## src/design/atb_pkg.sv

```systemverilog
// ----------------------------------------------------------------------------
// atb_pkg
// Shared types and constants of the ATA task-file builder: register select
// codes, status codes, configuration register indexes and the stage records.
// ----------------------------------------------------------------------------
`timescale 1ns / 1ps

package atb_pkg;

	// Drive slots the register map has room for
	localparam int MaxSlots = 4;
	localparam int DriveSlotsDefault = 4;

	// Configuration bus
	localparam int AddrWidth = 5;
	localparam int DataWidth = 32;

	// Task-file register select codes
	typedef enum logic [3:0] {
		REG_CONTROL  = 4'd0,
		REG_DEVSEL   = 4'd1,
		REG_SECCNT_H = 4'd2,
		REG_LBA3     = 4'd3,
		REG_LBA4     = 4'd4,
		REG_LBA5     = 4'd5,
		REG_SECCNT   = 4'd6,
		REG_LBA0     = 4'd7,
		REG_LBA1     = 4'd8,
		REG_LBA2     = 4'd9,
		REG_COMMAND  = 4'd10
	} reg_sel_t;

	// Request status codes
	typedef enum logic [1:0] {
		ST_OK       = 2'd0,
		ST_NO_DRIVE = 2'd1,
		ST_RANGE    = 2'd2,
		ST_ATAPI    = 2'd3
	} status_t;

	// Configuration register indexes
	typedef enum logic [2:0] {
		CFG_PRESENT  = 3'd0,
		CFG_ATAPI    = 3'd1,
		CFG_LBA      = 3'd2,
		CFG_LOCATION = 3'd3,
		CFG_SECT0    = 3'd4,
		CFG_SECT1    = 3'd5,
		CFG_SECT2    = 3'd6,
		CFG_SECT3    = 3'd7
	} cfg_idx_t;

	// Task-file byte constants
	localparam logic [7:0] CtrlNoIrq  = 8'h02;
	localparam logic [7:0] DevselLba  = 8'hE0;
	localparam logic [7:0] DevselChs  = 8'hA0;
	localparam logic [7:0] CmdRead    = 8'h20;
	localparam logic [7:0] CmdWrite   = 8'h30;
	localparam logic [7:0] CmdExtBit  = 8'h04;

	// Division by 63 sectors per track: q = (lba * Recip63) >> Recip63Shift,
	// low by at most one, fixed up by a single compare and subtract.
	localparam int SectorsPerTrack = 63;
	localparam logic [31:0] Recip63 = 32'd2181570690;
	localparam int Recip63Shift = 37;
	localparam int QuotWidth = 64 - Recip63Shift;

	// Configuration seen by the datapath
	typedef struct packed {
		logic [3:0]                      present;
		logic [3:0]                      atapi;
		logic [3:0]                      lba_cap;
		logic [7:0]                      location;
		logic [MaxSlots-1:0][31:0]       sectors;
	} cfg_t;

	// Finished request handed to the output serializer
	typedef struct packed {
		status_t    status;
		logic       chan;
		logic       lba48;
		logic [7:0] devsel;
		logic [7:0] lba_hi;
		logic [7:0] cnt;
		logic [7:0] l0;
		logic [7:0] l1;
		logic [7:0] l2;
		logic [7:0] cmdb;
	} desc_t;

endpackage

```

## src/design/ata_taskfile_builder.sv

```systemverilog
// ----------------------------------------------------------------------------
// ata_taskfile_builder
// Turns read/write sector requests into ATA task-file register writes. A
// request (cmd, drive, lba, sector_count) is checked against the configured
// presence, ATAPI and capacity registers; a failing request yields a single
// result carrying its status. A good one yields control, device select, the
// four high-order writes when the address needs LBA48, sector count, LBA0..2
// and the command byte: 11 results for LBA48, 7 for LBA28 or CHS, 1 for an
// error, one result per cycle while rsp_stall is low. The output serializer
// sets the rate: it issues all results of one request before it takes
// another, while the three-stage address pipeline in front keeps up to three
// further requests in flight. Registers are written through the APB port at
// byte address 4*index.
// ----------------------------------------------------------------------------
`timescale 1ns / 1ps

module ata_taskfile_builder #(
	parameter int DRIVE_SLOTS = atb_pkg::DriveSlotsDefault
) (
	input  logic                          clk,
	input  logic                          arst_n,
	// configuration
	input  logic                          psel,
	input  logic                          penable,
	input  logic                          pwrite,
	input  logic [atb_pkg::AddrWidth-1:0] paddr,
	input  logic [atb_pkg::DataWidth-1:0] pwdata,
	output logic [atb_pkg::DataWidth-1:0] prdata,
	output logic                          pready,
	// request channel
	input  logic                          req_valid,
	output logic                          req_stall,
	input  logic                          cmd,
	input  logic [1:0]                    drive,
	input  logic [31:0]                   lba,
	input  logic [7:0]                    sector_count,
	// result channel
	output logic                          rsp_valid,
	input  logic                          rsp_stall,
	output logic                          channel,
	output logic [3:0]                    reg_select,
	output logic [7:0]                    value,
	output logic [1:0]                    status,
	output logic                          last
);
	import atb_pkg::*;

	cfg_t  cfg;
	logic  req_ready;
	logic  desc_valid;
	logic  desc_ready;
	desc_t desc;

	assign pready    = 1'b1;
	assign req_stall = !req_ready;

	atb_cfg_regs #(
		.DRIVE_SLOTS(DRIVE_SLOTS)
	) u_cfg (
		.clk    (clk),
		.arst_n (arst_n),
		.psel   (psel),
		.penable(penable),
		.pwrite (pwrite),
		.paddr  (paddr),
		.pwdata (pwdata),
		.prdata (prdata),
		.cfg    (cfg)
	);

	atb_addr_pipe #(
		.DRIVE_SLOTS(DRIVE_SLOTS)
	) u_pipe (
		.clk         (clk),
		.arst_n      (arst_n),
		.cfg         (cfg),
		.req_valid   (req_valid),
		.req_ready   (req_ready),
		.cmd         (cmd),
		.drive       (drive),
		.lba         (lba),
		.sector_count(sector_count),
		.desc_valid  (desc_valid),
		.desc_ready  (desc_ready),
		.desc        (desc)
	);

	atb_serializer u_ser (
		.clk       (clk),
		.arst_n    (arst_n),
		.desc_valid(desc_valid),
		.desc_ready(desc_ready),
		.desc      (desc),
		.rsp_valid (rsp_valid),
		.rsp_stall (rsp_stall),
		.channel   (channel),
		.reg_select(reg_select),
		.value     (value),
		.status    (status),
		.last      (last)
	);

endmodule

```

## src/design/atb_cfg_regs.sv

```systemverilog
// ----------------------------------------------------------------------------
// atb_cfg_regs
// APB-style register file: drive presence, ATAPI and LBA masks, drive
// location and per-slot capacities.
// ----------------------------------------------------------------------------
`timescale 1ns / 1ps

module atb_cfg_regs #(
	parameter int DRIVE_SLOTS = atb_pkg::DriveSlotsDefault
) (
	input  logic                          clk,
	input  logic                          arst_n,
	input  logic                          psel,
	input  logic                          penable,
	input  logic                          pwrite,
	input  logic [atb_pkg::AddrWidth-1:0] paddr,
	input  logic [atb_pkg::DataWidth-1:0] pwdata,
	output logic [atb_pkg::DataWidth-1:0] prdata,
	output atb_pkg::cfg_t                 cfg
);
	import atb_pkg::*;

	logic       wr_en;
	cfg_idx_t   idx;
	logic [3:0] present_q;
	logic [3:0] atapi_q;
	logic [3:0] lba_cap_q;
	logic [7:0] location_q;
	logic [MaxSlots-1:0][31:0] sectors_q;

	assign wr_en = psel && penable && pwrite;
	assign idx   = cfg_idx_t'(paddr[AddrWidth-1:2]);

	// Mask and location registers
	always_ff @(posedge clk or negedge arst_n) begin
		if (!arst_n) begin
			present_q  <= '0;
			atapi_q    <= '0;
			lba_cap_q  <= '0;
			location_q <= '0;
		end else if (wr_en) begin
			case (idx)
				CFG_PRESENT:  present_q  <= pwdata[3:0];
				CFG_ATAPI:    atapi_q    <= pwdata[3:0];
				CFG_LBA:      lba_cap_q  <= pwdata[3:0];
				CFG_LOCATION: location_q <= pwdata[7:0];
				default: ;
			endcase
		end
	end

	// Capacity registers exist only for the slots that are built
	for (genvar g = 0; g < MaxSlots; g++) begin : g_sect
		localparam cfg_idx_t SlotIdx = cfg_idx_t'(int'(CFG_SECT0) + g);
		if (g < DRIVE_SLOTS) begin : g_on
			always_ff @(posedge clk or negedge arst_n) begin
				if (!arst_n) begin
					sectors_q[g] <= '0;
				end else if (wr_en && idx == SlotIdx) begin
					sectors_q[g] <= pwdata;
				end
			end
		end else begin : g_off
			assign sectors_q[g] = '0;
		end
	end

	// Read back
	always_comb begin
		prdata = '0;
		case (idx)
			CFG_PRESENT:  prdata = DataWidth'(present_q);
			CFG_ATAPI:    prdata = DataWidth'(atapi_q);
			CFG_LBA:      prdata = DataWidth'(lba_cap_q);
			CFG_LOCATION: prdata = DataWidth'(location_q);
			CFG_SECT0:    prdata = sectors_q[0];
			CFG_SECT1:    prdata = sectors_q[1];
			CFG_SECT2:    prdata = sectors_q[2];
			CFG_SECT3:    prdata = sectors_q[3];
			default:      prdata = '0;
		endcase
	end

	assign cfg.present  = present_q;
	assign cfg.atapi    = atapi_q;
	assign cfg.lba_cap  = lba_cap_q;
	assign cfg.location = location_q;
	assign cfg.sectors  = sectors_q;

endmodule

```

## src/design/atb_addr_pipe.sv

```systemverilog
// ----------------------------------------------------------------------------
// atb_addr_pipe
// Three-stage request pipeline: drive checks and reciprocal multiply, CHS
// remainder estimate, then fix-up and task-file byte assembly.
// ----------------------------------------------------------------------------
`timescale 1ns / 1ps

module atb_addr_pipe #(
	parameter int DRIVE_SLOTS = atb_pkg::DriveSlotsDefault
) (
	input  logic          clk,
	input  logic          arst_n,
	input  atb_pkg::cfg_t cfg,
	input  logic          req_valid,
	output logic          req_ready,
	input  logic          cmd,
	input  logic [1:0]    drive,
	input  logic [31:0]   lba,
	input  logic [7:0]    sector_count,
	output logic          desc_valid,
	input  logic          desc_ready,
	output atb_pkg::desc_t desc
);
	import atb_pkg::*;

	// Stage 1 registers
	logic                 v_s1;
	logic                 cmd_s1;
	logic [31:0]          lba_s1;
	logic [7:0]           cnt_s1;
	status_t              status_s1;
	logic                 slave_s1;
	logic                 chan_s1;
	logic                 lbamode_s1;
	logic [QuotWidth-1:0] q_s1;

	// Stage 2 registers
	logic                 v_s2;
	logic                 cmd_s2;
	logic [31:0]          lba_s2;
	logic [7:0]           cnt_s2;
	status_t              status_s2;
	logic                 slave_s2;
	logic                 chan_s2;
	logic                 lbamode_s2;
	logic [QuotWidth-1:0] q_s2;
	logic [6:0]           r_s2;

	// Stage 3 registers
	logic                 v_s3;
	desc_t                desc_s3;

	logic rdy_s1, rdy_s2, rdy_s3;

	// Stage 1 combinational
	status_t              status_c1;
	logic                 slot_ok;
	logic [32:0]          end_lba;
	logic [63:0]          prod;

	// Stage 2 combinational
	logic [6:0]           r_c2;

	// Stage 3 combinational
	logic                 fix;
	logic [5:0]           rem_c3;
	logic [QuotWidth-1:0] q_c3;
	logic [7:0]           sect;
	logic                 lba48;
	desc_t                desc_c3;

	// Flow control: a stage takes new data when empty or when it moves on
	assign rdy_s3    = !v_s3 || desc_ready;
	assign rdy_s2    = !v_s2 || rdy_s3;
	assign rdy_s1    = !v_s1 || rdy_s2;
	assign req_ready = rdy_s1;

	// Drive checks, bounds sum and reciprocal multiply
	always_comb begin
		slot_ok = ({1'b0, drive} < 3'(DRIVE_SLOTS)) && cfg.present[drive];
		end_lba = {1'b0, lba} + {25'b0, sector_count};
		if (!slot_ok) begin
			status_c1 = ST_NO_DRIVE;
		end else if (cfg.atapi[drive]) begin
			status_c1 = ST_ATAPI;
		end else if (end_lba > {1'b0, cfg.sectors[drive]}) begin
			status_c1 = ST_RANGE;
		end else begin
			status_c1 = ST_OK;
		end
		prod = 64'(lba) * 64'(Recip63);
	end

	always_ff @(posedge clk or negedge arst_n) begin
		if (!arst_n) begin
			v_s1 <= 1'b0;
		end else if (rdy_s1) begin
			v_s1 <= req_valid;
		end
	end

	always_ff @(posedge clk) begin
		if (rdy_s1 && req_valid) begin
			cmd_s1     <= cmd;
			lba_s1     <= lba;
			cnt_s1     <= sector_count;
			status_s1  <= status_c1;
			slave_s1   <= cfg.location[{drive, 1'b0}];
			chan_s1    <= cfg.location[{drive, 1'b1}];
			lbamode_s1 <= cfg.lba_cap[drive];
			q_s1       <= prod[63:Recip63Shift];
		end
	end

	// Remainder estimate lba - 63*q, exact in 7 bits since it stays below 126
	assign r_c2 = lba_s1[6:0] - {q_s1[0], 6'b0} + q_s1[6:0];

	always_ff @(posedge clk or negedge arst_n) begin
		if (!arst_n) begin
			v_s2 <= 1'b0;
		end else if (rdy_s2) begin
			v_s2 <= v_s1;
		end
	end

	always_ff @(posedge clk) begin
		if (rdy_s2 && v_s1) begin
			cmd_s2     <= cmd_s1;
			lba_s2     <= lba_s1;
			cnt_s2     <= cnt_s1;
			status_s2  <= status_s1;
			slave_s2   <= slave_s1;
			chan_s2    <= chan_s1;
			lbamode_s2 <= lbamode_s1;
			q_s2       <= q_s1;
			r_s2       <= r_c2;
		end
	end

	// Quotient fix-up and task-file byte assembly
	always_comb begin
		fix    = r_s2 >= 7'(SectorsPerTrack);
		rem_c3 = fix ? 6'(r_s2 - 7'(SectorsPerTrack)) : r_s2[5:0];
		q_c3   = q_s2 + QuotWidth'(fix);
		sect   = {2'b0, rem_c3} + 8'd1;
		lba48  = lba_s2[31:28] != 4'd0;

		desc_c3        = '0;
		desc_c3.status = status_s2;
		desc_c3.chan   = chan_s2;
		desc_c3.lba48  = lba48;
		desc_c3.lba_hi = lba_s2[31:24];
		desc_c3.cnt    = cnt_s2;
		desc_c3.cmdb   = (cmd_s2 ? CmdWrite : CmdRead) | (lba48 ? CmdExtBit : 8'h00);
		if (lba48) begin
			desc_c3.devsel = DevselLba | {3'b0, slave_s2, 4'b0};
			desc_c3.l0     = lba_s2[7:0];
			desc_c3.l1     = lba_s2[15:8];
			desc_c3.l2     = lba_s2[23:16];
		end else if (lbamode_s2) begin
			desc_c3.devsel = DevselLba | {3'b0, slave_s2, lba_s2[27:24]};
			desc_c3.l0     = lba_s2[7:0];
			desc_c3.l1     = lba_s2[15:8];
			desc_c3.l2     = lba_s2[23:16];
		end else begin
			// CHS: head is q mod 16, cylinder q / 16
			desc_c3.devsel = DevselChs | {3'b0, slave_s2, q_c3[3:0]};
			desc_c3.l0     = sect;
			desc_c3.l1     = q_c3[11:4];
			desc_c3.l2     = q_c3[19:12];
		end
	end

	always_ff @(posedge clk or negedge arst_n) begin
		if (!arst_n) begin
			v_s3 <= 1'b0;
		end else if (rdy_s3) begin
			v_s3 <= v_s2;
		end
	end

	always_ff @(posedge clk) begin
		if (rdy_s3 && v_s2) begin
			desc_s3 <= desc_c3;
		end
	end

	assign desc_valid = v_s3;
	assign desc       = desc_s3;

endmodule

```

## src/design/atb_serializer.sv

```systemverilog
// ----------------------------------------------------------------------------
// atb_serializer
// Walks one finished request through its task-file writes, one per cycle
// while the output is not stalled, into a registered output.
// ----------------------------------------------------------------------------
`timescale 1ns / 1ps

module atb_serializer (
	input  logic           clk,
	input  logic           arst_n,
	input  logic           desc_valid,
	output logic           desc_ready,
	input  atb_pkg::desc_t desc,
	output logic           rsp_valid,
	input  logic           rsp_stall,
	output logic           channel,
	output logic [3:0]     reg_select,
	output logic [7:0]     value,
	output logic [1:0]     status,
	output logic           last
);
	import atb_pkg::*;

	desc_t      desc_q;
	logic       desc_vld_q;
	reg_sel_t   step_q;
	reg_sel_t   step_nxt;

	logic       rsp_valid_q;
	logic       chan_q;
	logic [3:0] reg_q;
	logic [7:0] value_q;
	logic [1:0] status_q;
	logic       last_q;

	logic       err;
	logic       out_free;
	logic       issue;
	logic       item_last;
	logic [7:0] item_val;

	// Issue control
	always_comb begin
		err        = desc_q.status != ST_OK;
		out_free   = !rsp_valid_q || !rsp_stall;
		issue      = desc_vld_q && out_free;
		item_last  = err || step_q == REG_COMMAND;
		desc_ready = !desc_vld_q || (issue && item_last);
		if (step_q == REG_DEVSEL && !desc_q.lba48) begin
			step_nxt = REG_SECCNT;
		end else begin
			step_nxt = reg_sel_t'(step_q + 4'd1);
		end
	end

	// Byte for the current register
	always_comb begin
		case (step_q)
			REG_CONTROL:  item_val = CtrlNoIrq;
			REG_DEVSEL:   item_val = desc_q.devsel;
			REG_SECCNT_H: item_val = 8'h00;
			REG_LBA3:     item_val = desc_q.lba_hi;
			REG_LBA4:     item_val = 8'h00;
			REG_LBA5:     item_val = 8'h00;
			REG_SECCNT:   item_val = desc_q.cnt;
			REG_LBA0:     item_val = desc_q.l0;
			REG_LBA1:     item_val = desc_q.l1;
			REG_LBA2:     item_val = desc_q.l2;
			REG_COMMAND:  item_val = desc_q.cmdb;
			default:      item_val = 8'h00;
		endcase
	end

	// Request holding register and step counter
	always_ff @(posedge clk or negedge arst_n) begin
		if (!arst_n) begin
			desc_vld_q <= 1'b0;
			step_q     <= REG_CONTROL;
		end else if (desc_ready) begin
			desc_vld_q <= desc_valid;
			step_q     <= REG_CONTROL;
		end else if (issue) begin
			step_q <= step_nxt;
		end
	end

	always_ff @(posedge clk) begin
		if (desc_ready && desc_valid) begin
			desc_q <= desc;
		end
	end

	// Output register
	always_ff @(posedge clk or negedge arst_n) begin
		if (!arst_n) begin
			rsp_valid_q <= 1'b0;
		end else if (out_free) begin
			rsp_valid_q <= issue;
		end
	end

	always_ff @(posedge clk) begin
		if (issue) begin
			chan_q   <= err ? 1'b0 : desc_q.chan;
			reg_q    <= err ? 4'(REG_CONTROL) : 4'(step_q);
			value_q  <= err ? 8'h00 : item_val;
			status_q <= 2'(desc_q.status);
			last_q   <= item_last;
		end
	end

	assign rsp_valid  = rsp_valid_q;
	assign channel    = chan_q;
	assign reg_select = reg_q;
	assign value      = value_q;
	assign status     = status_q;
	assign last       = last_q;

endmodule

```

## config.mk

```make
export PLATFORM = sky130hd
export DESIGN_NAME = ata_taskfile_builder
export DESIGN_NICKNAME = d
export VERILOG_FILES = /design/src/design/atb_pkg.sv /design/src/design/ata_taskfile_builder.sv /design/src/design/atb_cfg_regs.sv /design/src/design/atb_addr_pipe.sv /design/src/design/atb_serializer.sv
export SDC_FILE = /design/constraint.sdc
export NUM_CORES = 1
export LEC_CHECK = 0
export ABC_AREA = 1
export ABC_CLOCK_PERIOD_IN_PS = 13320
export BUFFER_PORTS_ARGS = -buffer_cell sky130_fd_sc_hd__buf_2
export CAP_MARGIN = 20
export CORE_MARGIN = 2
export CORE_UTILIZATION = 45
export CTS_CLUSTER_DIAMETER = 120
export DETAILED_ROUTE_END_ITERATION = 8
export PLACE_DENSITY_LB_ADDON = 0.08
export SYNTH_ARGS = -nofsm -noshare
export SYNTH_HDL_FRONTEND = slang
export SYNTH_HIERARCHICAL = 1
export SYNTH_SLANG_ARGS = --single-unit
```

## constraint.sdc

```tcl
create_clock -name clk -period 13.32 [get_ports clk]
set_input_delay 2.664 -clock clk [delete_from_list [all_inputs] [get_ports clk]]
set_output_delay 2.664 -clock clk [all_outputs]
set_load 0.02 [all_outputs]
```

==> results of run 1 <==
cells in the final DEF (no fill, tap or decap), types with 10 or more instances in the layout:
| cell type | Yosys | final |
|---|---|---|
| nand4_1 | 88 | 88 |
| buf_2 | 36 | 133 |
| xor2_1 | 48 | 48 |
| clkbuf_16 | 0 | 49 |
| o22ai_1 | 28 | 28 |
| xnor2_1 | 15 | 15 |
| nor2_1 | 214 | 214 |
| inv_1 | 460 | 457 |
| fa_1 | 74 | 74 |
| ha_1 | 261 | 261 |
| inv_2 | 6 | 10 |
| a32o_1 | 33 | 33 |
| edfxtp_1 | 266 | 266 |
| a21oi_1 | 157 | 155 |
| o21ai_0 | 159 | 159 |
| nor3_1 | 25 | 25 |
| a21o_1 | 12 | 12 |
| dfrtp_1 | 157 | 157 |
| o21bai_1 | 10 | 10 |
| buf_4 | 14 | 12 |
| nand3_1 | 103 | 103 |
| o21ai_1 | 28 | 28 |
| nand2_1 | 651 | 650 |
worst max path at each step:
| stage | startpoint | end | slack (ns) | depth (start not counted) |
|---|---|---|---|---|
| 2_1_floorplan | lba[2] | u_pipe/q_s1[13] | 6.40 | 22 |
| 3_3_place_gp | lba[2] | u_pipe/q_s1[8] | 5.49 | 21 |
| 3_5_place_dp | lba[2] | u_pipe/q_s1[8] | 5.48 | 21 |
| 4_1_cts | paddr[3] | prdata[7] | 5.87 | 7 |
| 5_1_grt | paddr[2] | prdata[8] | 5.70 | 7 |
| 6_report | paddr[2] | prdata[9] | 5.84 | 7 |
area by class of cell:
| cell class | instances | area, µm² | share of cell area, % |
|---|---|---|---|
| Antenna cell | 1 | 2.50 | 0.00832 |
| Clock buffer | 59 | 1280 | 4.27 |
| Clock inverter | 29 | 343 | 1.14 |
| Inverter | 469 | 1760 | 5.86 |
| Multi-Input combinational cell | 2010 | 13000 | 43.3 |
| Sequential cell | 423 | 11900 | 39.6 |
| Tap cell | 782 | 978 | 3.25 |
| Timing Repair Buffer | 146 | 767 | 2.55 |
cells by family (layout without fill, tap and decap cells):
logic type,count (synthesis),in the layout
flops,423,423
simple gates,1146,1146
mux,6,6
xor+xnor,64,64
other cells,3,10
buf+inv,568,703
fa+ha+maj,335,335
compound gates,450,450
power by group through the flow:
stage	combinational, µW	clock (µW)	sequential [µW]
after floorplan	1580	0	2220
final	2340	1360	2230
after CTS	2360	1400	2230
after detailed placement	2330	0	2260
after global placement	2310	0	2250
after global routing	2640	1450	2280
metrics by stage:
step / hold slack (ns) / util, % / power, µW / std cells / instance area (µm²)
after global routing: 0.417 / 50.1 / 6370 / 3919 / 30100
after global placement: 0.402 / 47.4 / 4560 / 3830 / 28400
after floorplan: 0.400 / - / 3800 / 3001 / 27200
final: 0.413 / 50.1 / 5940 / 3919 / 30100
after detailed placement: 0.405 / 47.4 / 4590 / 3830 / 28400
after CTS: 0.414 / 50.1 / 5990 / 3918 / 30100
routing by layer:
layer / routed length, µm / GRT usage, % / part of all wire, %
met5: 0 / 0 / 0
met3: 4400 / 3.97 / 5.8
met1: 34100 / 33.7 / 45
met4: 2060 / 7.62 / 2.7
met2: 35700 / 39.4 / 47
flip-flops by register name, indices dropped and copies added (netlist names), 2 cells and up:
| name | flops |
|---|---|
| u_pipe/q_s1 | 20 |
| u_pipe/lba_s1 | 32 |
| u_cfg/location_q | 8 |
| u_pipe/q_s2 | 20 |
| u_cfg/atapi_q | 4 |
| u_pipe/cnt_s1 | 8 |
| u_cfg/lba_cap_q | 4 |
| u_cfg/cfg | 128 |
| u_ser/status | 2 |
| u_pipe/cnt_s2 | 8 |
| u_pipe/status_s2 | 2 |
| u_ser/value | 8 |
| u_pipe/lba_s2 | 32 |
| u_pipe/r_s2 | 7 |
| u_ser/step_q | 4 |
| u_ser/reg_select | 4 |
| u_pipe/status_s1 | 2 |
| u_cfg/present_q | 4 |
| u_ser/desc_q | 60 |
| u_pipe/desc | 51 |
==> summary.txt, run 1 <==
pwr/cell area = 197 nW/µm²
synth top area cells = edfxtp_1 (29%), dfrtp_1 (14%), ha_1 (12%), nand2_1 (9.0%), inv_1 (6.3%)
Clock transition at path regs = 0.06 ns
most frequent cells after synthesis = nand2_1 (651), inv_1 (460), edfxtp_1 (266), ha_1 (261), nor2_1 (214)
Buf/Inv on CP = 3
NumNets Final = 3520
sequential element share of the synthesized area = 43.8%
Site Rows = 90
Ys Warns = 6
top fanout value on the critical path = 33
count of cell types in the netlist = 61
post-synth top area share = 29.4%
routed length per placed instance = 19.5 µm
Comb power frac = 39.5%
switching share of power = 39.3%
hpwl dp = 56200 µm
R2R Path End = u_pipe/r_s2[6]
clk_skew = 0.0213 ns
clk_lat worst skew = 0.59 ns
mux cell area share after synthesis = 0.225%
Psw = 2330 µW
Hold WC Path Type = register to register
setup bufs post-CTS = 0
cell repeated most along the worst path = buf_2
first-pass GRT wire length = 117000 µm
GPL Wtd Cong = 0.933
Die Y-Extent = 250 µm
Hold Crit Start = u_pipe/chan_s2
Detail Route Antenna Nets = 0
routed wire length = 76300 µm
Avg Cell Area, Syn = 9.08 µm²
post-CTS sizing = 0
CP peak stage delay = 0.80 ns
R2R setup slack = 10.03 ns
Post-Synthesis Cells = 2995
largest net degree at the start of global routing = 86
leakage = 0.0143 µW
CP max-delay cell = nand3_2
CTS Buf Count = 48
via count = 20800
GRT Total Usage = 24.4%
Worst Path Required = 10.66 ns
Initial Utilization = 45.3%
worst endpoint data arrival time = 4.82 ns
Max Transition Viols Final = 0
Slew @ Worst Pin = 1.06 ns
Tcrit/Tclk final = 56.2%
Max Root-Sink Buffers = 3
fin crit period = 7.48 ns
CP Launch Type = primary input
die area = 62400 µm²
main combinational cell family by area after synthesis = simple AND/OR/NAND/NOR gates
peak supply drop = 0.103 mV
status = finished, final reports clean
Hold Path End = u_pipe/desc[57]
# DRC = 0
compound-gate portion of the synthesized area = 9.45%
hold path depth = 0
most common cell in the netlist = nand2_1
EDFF count, synth = 266
worst-path cell chain = buf_2, inv_2, nand3_2, nor2_1, a21oi_1, nand2_1, buf_2
CTS root buffer = clkbuf_16
initial antenna violation count = 2
Max Clk Rate = 134 MHz
Hold Fails Final Rpt = 0
crit-path leading delay family = simple AND/OR/NAND/NOR gates
setup TNS = 0 ns
crit end category = output port
Initial DRC Count = 1319
critical path class = primary input to output port
share of layout cells above drive strength 1 = 8.83%
Register-to-Register Path Depth = 13
Max Cap Viol = 0
die width = 250 µm
Main synth FF type = edfxtp_1
worst slack at placement = 5.48 ns
XOR/XNOR Fraction of Synth Area = 2.09%
Mapped Area = 27200 µm²
slew margin rel. = 29.2%
internal power = 3600 µW
fill count = 5673
vias in the first global route = 20100
GR Overflow Total = 0
simple-gate portion of the synthesized area = 18.4%
Seq pwr share = 37.5%
Synth Register Bits = 423
CTS tree = built
clock sink count = 423
Adder-Cell Fraction of Synth Area = 17.5%
# hold bufs at CTS = 0
first drt pass iteration count = 6
Port Buffers = 134
core area = 60000 µm²
Synth area leader = edfxtp_1
H-tree levels = 2
Synth-to-Final Area Change = 10.6%
fraction of registers with async set/reset = 37.1%
RSZ-0062 raised after global routing = no
PnR worst setup slack = 5.84 ns
Final setup viols = 0
Vias/cell = 5.31
FF-to-FF Start = u_ser/step_q[0]
clock share of power = 23.0%
I/O Pins = 138
Power figures use the tool's default switching activity.
==> run 2, diff against run 1 <==
- ABC_AREA: 1 -> 0
- ABC_CLOCK_PERIOD_IN_PS: 13320 -> 7800
- clock period: 13.32 -> 7.8 ns (I/O delays scaled with it)
==> run 2 against run 1 <==
  * Critical path depth up 13
  * Global-route usage fell by 3.6 points
  * Synthesized area decreased by 6.9%
  * Wire length shrank 23%
  * Setup slack worse by 4.7 ns
  * Register-to-register slack worse by 5.7 ns
  * Die area shrank 6.8%
  * Sequential share of layout area increased by 2.4 points
  * Combinational power grew 33%
  * Clock power rose by 65%
  * Critical endpoint is now u_pipe/q_s1[13]
  * Sequential power up 54%
  * Synthesized cell count down 35%
==> summary.txt, run 2 <==
mux cell area share after synthesis = 13.2% (+13 points)
slew margin rel. = 36.5% (+7.3 points)
synth top area cells = edfxtp_1 (32%), dfrtp_1 (16%), ha_1 (13%), mux2_2 (6.4%), fa_1 (5.9%)
max reg flops = 128 (unchanged)
GRT Total Usage = 20.8% (-3.6 points)
Max Root-Sink Buffers = 3 (unchanged)
EDFF count, synth = 266 (unchanged)
final hold slack = 0.392 ns (-0.0216 ns)
most frequent cells in the layout = edfxtp_1 (266), ha_1 (261), inv_1 (204), dfrtp_1 (157), mux2_2 (143)
Detail Route Antenna Nets = 0 (unchanged)
Avg Cell Area, Syn = 13.1 µm² (+44%)
worst endpoint data arrival time = 6.93 ns (+2.11 ns)
Tcrit/Tclk final = 84.8%
post-synth top area share = 31.6% (+2.2 points)
most common cell in the netlist = edfxtp_1
status = finished, final reports clean
first drt pass iteration count = 5 (-1)
main combinational cell family by area after synthesis = adder cells
Ys Warns = 6 (unchanged)
die area = 58200 µm² (-6.8%)
Mapped Area = 25300 µm² (-6.9%)
simple-gate portion of the synthesized area = 6.78% (-12 points)
Hold Fails Final Rpt = 0 (unchanged)
Final setup viols = 0 (unchanged)
Synth Register Bits = 423 (unchanged)
clk_skew = 0.0322 ns (+0.0109 ns)
Initial Utilization = 45.8% (+0.47 points)
CP Launch Type = primary input
Synth-to-Final Area Change = 11.9%
share of layout cells above drive strength 1 = 21.7% (+13 points)
first-pass GRT wire length = 91400 µm (-22%)
die width = 241 µm (-3.5%)
Hold Path End = u_ser/desc_q[36]
FF-to-FF Start = u_ser/step_q[0]
Max Transition Viols Final = 0 (unchanged)
NumNets Final = 2497 (-29%)
hpwl dp = 43900 µm (-22%)
Register-to-Register Path Depth = 8 (-5)
CTS Buf Count = 48 (unchanged)
fraction of registers with async set/reset = 37.1% (unchanged)
most frequent cells after synthesis = edfxtp_1 (266), ha_1 (261), inv_1 (204), dfrtp_1 (157), mux2_2 (143)
crit end category = register
Adder-Cell Fraction of Synth Area = 18.8% (+1.3 points)
Vias/cell = 5.33 (+0.27%)
vias in the first global route = 15900 (-21%)
count of cell types in the netlist = 73 (+20%)
RSZ-0062 raised after global routing = no
Post-Synthesis Cells = 1936 (-35%)
routed length per placed instance = 20.5 µm (+5.4%)
Hold WC Path Type = register to register
XOR/XNOR Fraction of Synth Area = 3.08% (+0.99 points)
critical path class = primary input to register
Slew @ Worst Pin = 0.953 ns (-0.108 ns)
fin crit period = 6.62 ns
post-CTS sizing = 0 (unchanged)
GPL Wtd Cong = 0.909 (-2.5%)
largest net degree at the start of global routing = 105 (+22%)
clk_lat worst skew = 0.59 ns (about the same)
initial antenna violation count = 3 (+1)
Initial DRC Count = 771 (-42%)
core area = 55300 µm² (-7.9%)
R2R setup slack = 4.28 ns (-5.75 ns)
setup TNS = 0 ns (unchanged)
CTS tree = built
Synth area leader = edfxtp_1
# hold bufs at CTS = 0 (unchanged)
top fanout value on the critical path = 12 (-64%)
Max Clk Rate = 151 MHz
Port Buffers = 134 (unchanged)
Main synth FF type = edfxtp_1
routed wire length = 58700 µm (-23%)
GR Overflow Total = 0 (unchanged)
R2R Path End = u_pipe/lba_s1[23]
CTS root buffer = clkbuf_16
pwr/cell area = 310 nW/µm² (+57%)
Die Y-Extent = 241 µm (-3.5%)
# DRC = 0 (unchanged)
sequential element share of the synthesized area = 47.1% (+3.2 points)
Worst Path Required = 8.11 ns (-2.55 ns)
Clock transition at path regs = 0.06 ns (about the same)
I/O Pins = 138 (unchanged)
Max Cap Viol = 0 (unchanged)
H-tree levels = 2 (unchanged)
clock sink count = 423 (unchanged)
Hold Crit Start = u_pipe/desc[36]
leakage = 0.0123 µW (-14%)
commonest non-fill, non-tap cell in the layout = edfxtp_1
peak supply drop = 0.192 mV (+87%)
compound-gate portion of the synthesized area = 6.48% (-3.0 points)
Site Rows = 86 (-4.4%)
hold path depth = 0 (unchanged)
via count = 15200 (-27%)
setup bufs post-CTS = 0 (unchanged)
-- run 2: cell types whose count changed after synthesis, sizes merged, moves of 31 or more --
cell | before | now
nand3 | 111 | 44
and2 | 2 | 33
inv | 467 | 204
nor2 | 225 | 58
a21oi | 158 | 64
nand4 | 88 | 19
mux4 | 0 | 65
nand2 | 661 | 83
o21ai | 189 | 56
a32o | 33 | 0
xnor2 | 15 | 61
mux2 | 1 | 153
-- run 2: critical path, cell delays in order --
cell	delay (ns)
buf_2	0.19
ha_1	0.39
inv_1	0.08
fa_1	0.58
inv_1	0.08
fa_1	0.50
inv_1	0.05
fa_1	0.52
inv_1	0.05
fa_1	0.47
ha_1	0.32
ha_1	0.35
nand2_1	0.09
nor2_1	0.24
o2111ai_1	0.18
a311oi_1	0.48
nor2_1	0.20
a21oi_1	0.29
a21boi_0	0.16
xnor2_1	0.14
-- run 2: cells by family (layout without fill, tap and decap cells) --
logic type                 after synthesis  count (layout)
other                                    3              10
buffers and inverters                  273             442
adders and majority gates              335             335
AOI/OAI and AO/OA                      251             251
muxes                                  233             233
DFF                                    423             423
and+or+nand+nor                        329             329
xor gates and xnor gates                89              89
-- run 2: worst max path at each step --
| stage | start | end | slack, ns | cells after the start |
|---|---|---|---|---|
| after floorplan | lba[1] | u_pipe/q_s1[15] | 1.54 | 19 |
| after global placement | lba[8] | u_pipe/q_s1[13] | 0.73 | 20 |
| after detailed placement | lba[8] | u_pipe/q_s1[13] | 0.70 | 20 |
| after CTS | lba[8] | u_pipe/q_s1[13] | 1.31 | 20 |
| after global routing | lba[8] | u_pipe/q_s1[13] | 0.97 | 20 |
| final | lba[8] | u_pipe/q_s1[13] | 1.18 | 20 |
-- run 2: power by group --
part / switching (µW) / leakage, µW / internal [µW]
Combinational: 1780 / 0.00702 / 1330
Clock: 888 / 0.000772 / 1350
Sequential: 276 / 0.00455 / 3160
Total: 2940 / 0.0123 / 5840
-- run 2: layout make-up --
cell class | instances | area, µm²
Fill cell | 4903 | 27000
Multi-Input combinational cell | 1246 | 12300
Sequential cell | 423 | 11900
Clock buffer | 62 | 1300
Tap cell | 748 | 936
Timing Repair Buffer | 152 | 832
Inverter | 204 | 766
Clock inverter | 24 | 280
Antenna cell | 1 | 2.50
-- run 2: routing by layer --
layer,vias to the layer above,routed length (µm),global-route usage [%]
met2,285,27700,33.8
met4,2,1490,6.04
li1,7314,-,-
met3,90,2050,2.56
met5,-,17,0
met1,7542,27400,29.3
-- run 2: through the flow --
| stage | utilization (%) | total power [µW] | std cells | setup WS, ns | area, µm² |
|---|---|---|---|---|---|
| after floorplan | - | 5690 | 1942 | 1.54 | 25300 |
| after global placement | 48.3 | 6530 | 2772 | 0.734 | 26700 |
| after detailed placement | 48.3 | 6570 | 2772 | 0.695 | 26700 |
| after CTS | 51.2 | 8860 | 2858 | 1.31 | 28300 |
| after global routing | 51.2 | 9410 | 2860 | 0.966 | 28300 |
| final | 51.2 | 8780 | 2860 | 1.18 | 28300 |
==> run 3, diff against run 2 <==
- ABC_CLOCK_PERIOD_IN_PS: 7800 -> 6400
- clock period: 7.8 -> 6.4 ns (I/O delays scaled with it)
==> run 3 against run 2 <==
  * First-iteration DRC count grew 15%
  * Die area stayed put
  * Cell count up 2.2%
  * Sequential power up 22%
  * Critical path depth grew 1
  * Combinational power increased by 31%
  * Clock-buffer cell count increased by 3
  * Flip-flop and latch count did not move
  * Critical endpoint is now u_pipe/q_s1[18]
==> summary.txt, run 3 (synthesis results as in run 2) <==
post-layout util = 51.9% (+0.71 points)
fin crit period = 5.97 ns
worst slack at placement = -0.154 ns (-0.849 ns)
Placement Cell Area = 27200 µm² (+1.8%)
initial antenna violation count = 6 (+3)
Detail Route Antenna Nets = 0 (unchanged)
Comb power frac = 37.4% (+2.0 points)
GRT Total Usage = 21.1% (+0.35 points)
hpwl dp = 45400 µm (+3.4%)
PnR worst setup slack = 0.429 ns (-0.755 ns)
top fanout value on the critical path = 3 (-9)
FF-to-FF Start = u_ser/step_q[0]
Vias/cell = 5.34 (+0.27%)
register area = 11900 µm² (unchanged)
fill count = 4816 (-1.8%)
Seq pwr share = 38.5% (-0.6 points)
post-CTS sizing = 0 (unchanged)
peak supply drop = 0.178 mV (-7.3%)
# hold bufs at CTS = 0 (unchanged)
GPL Wtd Cong = 0.875 (-3.8%)
Site Rows = 86 (unchanged)
via count = 15600 (+2.5%)
H-tree levels = 2 (unchanged)
max reg flops = 128 (unchanged)
CP Launch Type = primary input
Max Clk Rate = 167 MHz
routed length per placed instance = 20.5 µm (-0.16%)
leakage = 0.0126 µW (+2.2%)
dpl cells = 2836 (+2.3%)
Clock transition at path regs = 0.06 ns (about the same)
Hold WC Path Type = register to register
crit end category = register
Die Y-Extent = 241 µm (unchanged)
first-pass GRT wire length = 92200 µm (+0.94%)
Finished Cell Area = 28700 µm² (+1.4%)
worst endpoint data arrival time = 6.27 ns (-0.66 ns)
CTS tree = built
slew margin rel. = 32.1% (-4.4 points)
pwr/cell area = 378 nW/µm² (+22%)
Hold Fails Final Rpt = 0 (unchanged)
setup bufs post-CTS = 0 (unchanged)
largest net degree at the start of global routing = 67 (-36%)
Slew @ Worst Pin = 1.02 ns (+0.0635 ns)
status = finished, final reports clean
Max Root-Sink Buffers = 3 (unchanged)
internal power = 7240 µW (+24%)
core area = 55300 µm² (unchanged)
vias in the first global route = 16100 (+1.5%)
Initial Utilization = 45.8% (unchanged)
first drt pass iteration count = 7 (+2)
# DRC = 0 (unchanged)
Final setup viols = 0 (unchanged)
Multi-input gate area = 12300 µm² (unchanged)
Initial DRC Count = 888 (+15%)
CTS root buffer = clkbuf_16
clk_lat worst skew = 0.57 ns (-0.02 ns)
commonest non-fill, non-tap cell in the layout = edfxtp_1
Synth-to-Final Area Change = 13.4%
clock share of power = 24.1% (-1.4 points)
Hold Crit Start = u_pipe/q_s1[19]
switching share of power = 33.4% (-0.13 points)
routed wire length = 59900 µm (+2.0%)
RSZ-0062 raised after global routing = no
Psw = 3630 µW (+23%)
NumNets Final = 2558 (+2.4%)
die width = 241 µm (unchanged)
worst setup path startpoint = lba[2]
Port Buffers = 134 (unchanged)
fin cells = 2923 (+2.2%)
clk_skew = 0.0266 ns (-0.00559 ns)
Max Transition Viols Final = 0 (unchanged)
GR Overflow Total = 0 (unchanged)
critical path class = primary input to register
Max Cap Viol = 0 (unchanged)
most frequent cells in the layout = edfxtp_1 (266), ha_1 (261), inv_1 (204), dfrtp_1 (157), mux2_2 (143)
clock sink count = 423 (unchanged)
CTS Buf Count = 46 (-4.2%)
I/O Pins = 138 (unchanged)
Tcrit/Tclk final = 93.3%
Worst Path Required = 6.70 ns (-1.41 ns)
share of layout cells above drive strength 1 = 23.8% (+2.1 points)
die area = 58200 µm² (unchanged)
## run 3: cell types whose count changed in the layout (fill, tap and decap cells not counted), sizes merged
cell	before	now
bufinv	5	3
clkinv	13	14
diode	1	3
buf	152	215
inv	208	206
clkbuf	62	65
clkinvlp	2	0
## run 3: final timing paths
| check | slack, ns | depth (start not counted) | end |
|---|---|---|---|
| max reg2reg | 2.62 | 8 | u_pipe/lba_s1[16] |
| max | 0.43 | 21 | u_pipe/q_s1[18] |
| min in group asynchronous | 0.70 | 1 | u_pipe/v_s1 |
| min | 0.41 | 0 | u_pipe/q_s2[19] |
| max in group asynchronous | 4.54 | 2 | u_cfg/cfg[118] |
| min reg2reg | 0.41 | 0 | u_pipe/q_s2[19] |
## run 3: power groups by stage
stage	Sequential, µW	Combinational [µW]	Clock (µW)
after floorplan	4140	2800	0
after global placement	4220	3990	0
after detailed placement	4240	4040	0
after CTS	4190	4080	2710
after global routing	4260	4560	2820
final	4180	4060	2620
## run 3: final cells by class
cell class / instances / area share [%]
inverters: 204 / 2.67
repair buffers: 215 / 4.52
clock inverters: 19 / 0.623
diodes: 3 / 0.0261
well taps: 748 / 3.26
multi-input cells: 1246 / 42.8
clock buffers: 65 / 4.62
flip-flops and latches: 423 / 41.5
## run 3: layer usage
metal | routed length (µm) | global-route usage [%] | up-vias
li1 | - | - | 7433
met1 | 27600 | 29.5 | 7773
met2 | 28400 | 34.3 | 302
met3 | 2110 | 2.70 | 100
met4 | 1760 | 7.07 | 2
met5 | 17 | 0 | -
## run 3: critical path, cell delays in order
cell and delay [ns]:
buf_2 0.12, ha_1 0.29, inv_1 0.05, fa_1 0.55, inv_1 0.07, fa_1 0.50, inv_1 0.06, fa_1 0.54
inv_1 0.06, fa_1 0.47, ha_1 0.32, ha_1 0.34, a21oi_1 0.16, o21ai_0 0.13, a311oi_1 0.36, o22ai_1 0.11
nor2_1 0.22, buf_4 0.16, nand3_1 0.14, a31oi_1 0.24, xnor2_1 0.09
## run 3: metrics by stage
stage,power (µW),TNS (ns),hold slack [ns]
final,10900,0,0.413
after global routing,11600,0,0.418
after CTS,11000,0,0.408
after detailed placement,8280,-0.405,0.405
after global placement,8210,-0.216,0.402
after floorplan,6940,0,0.400
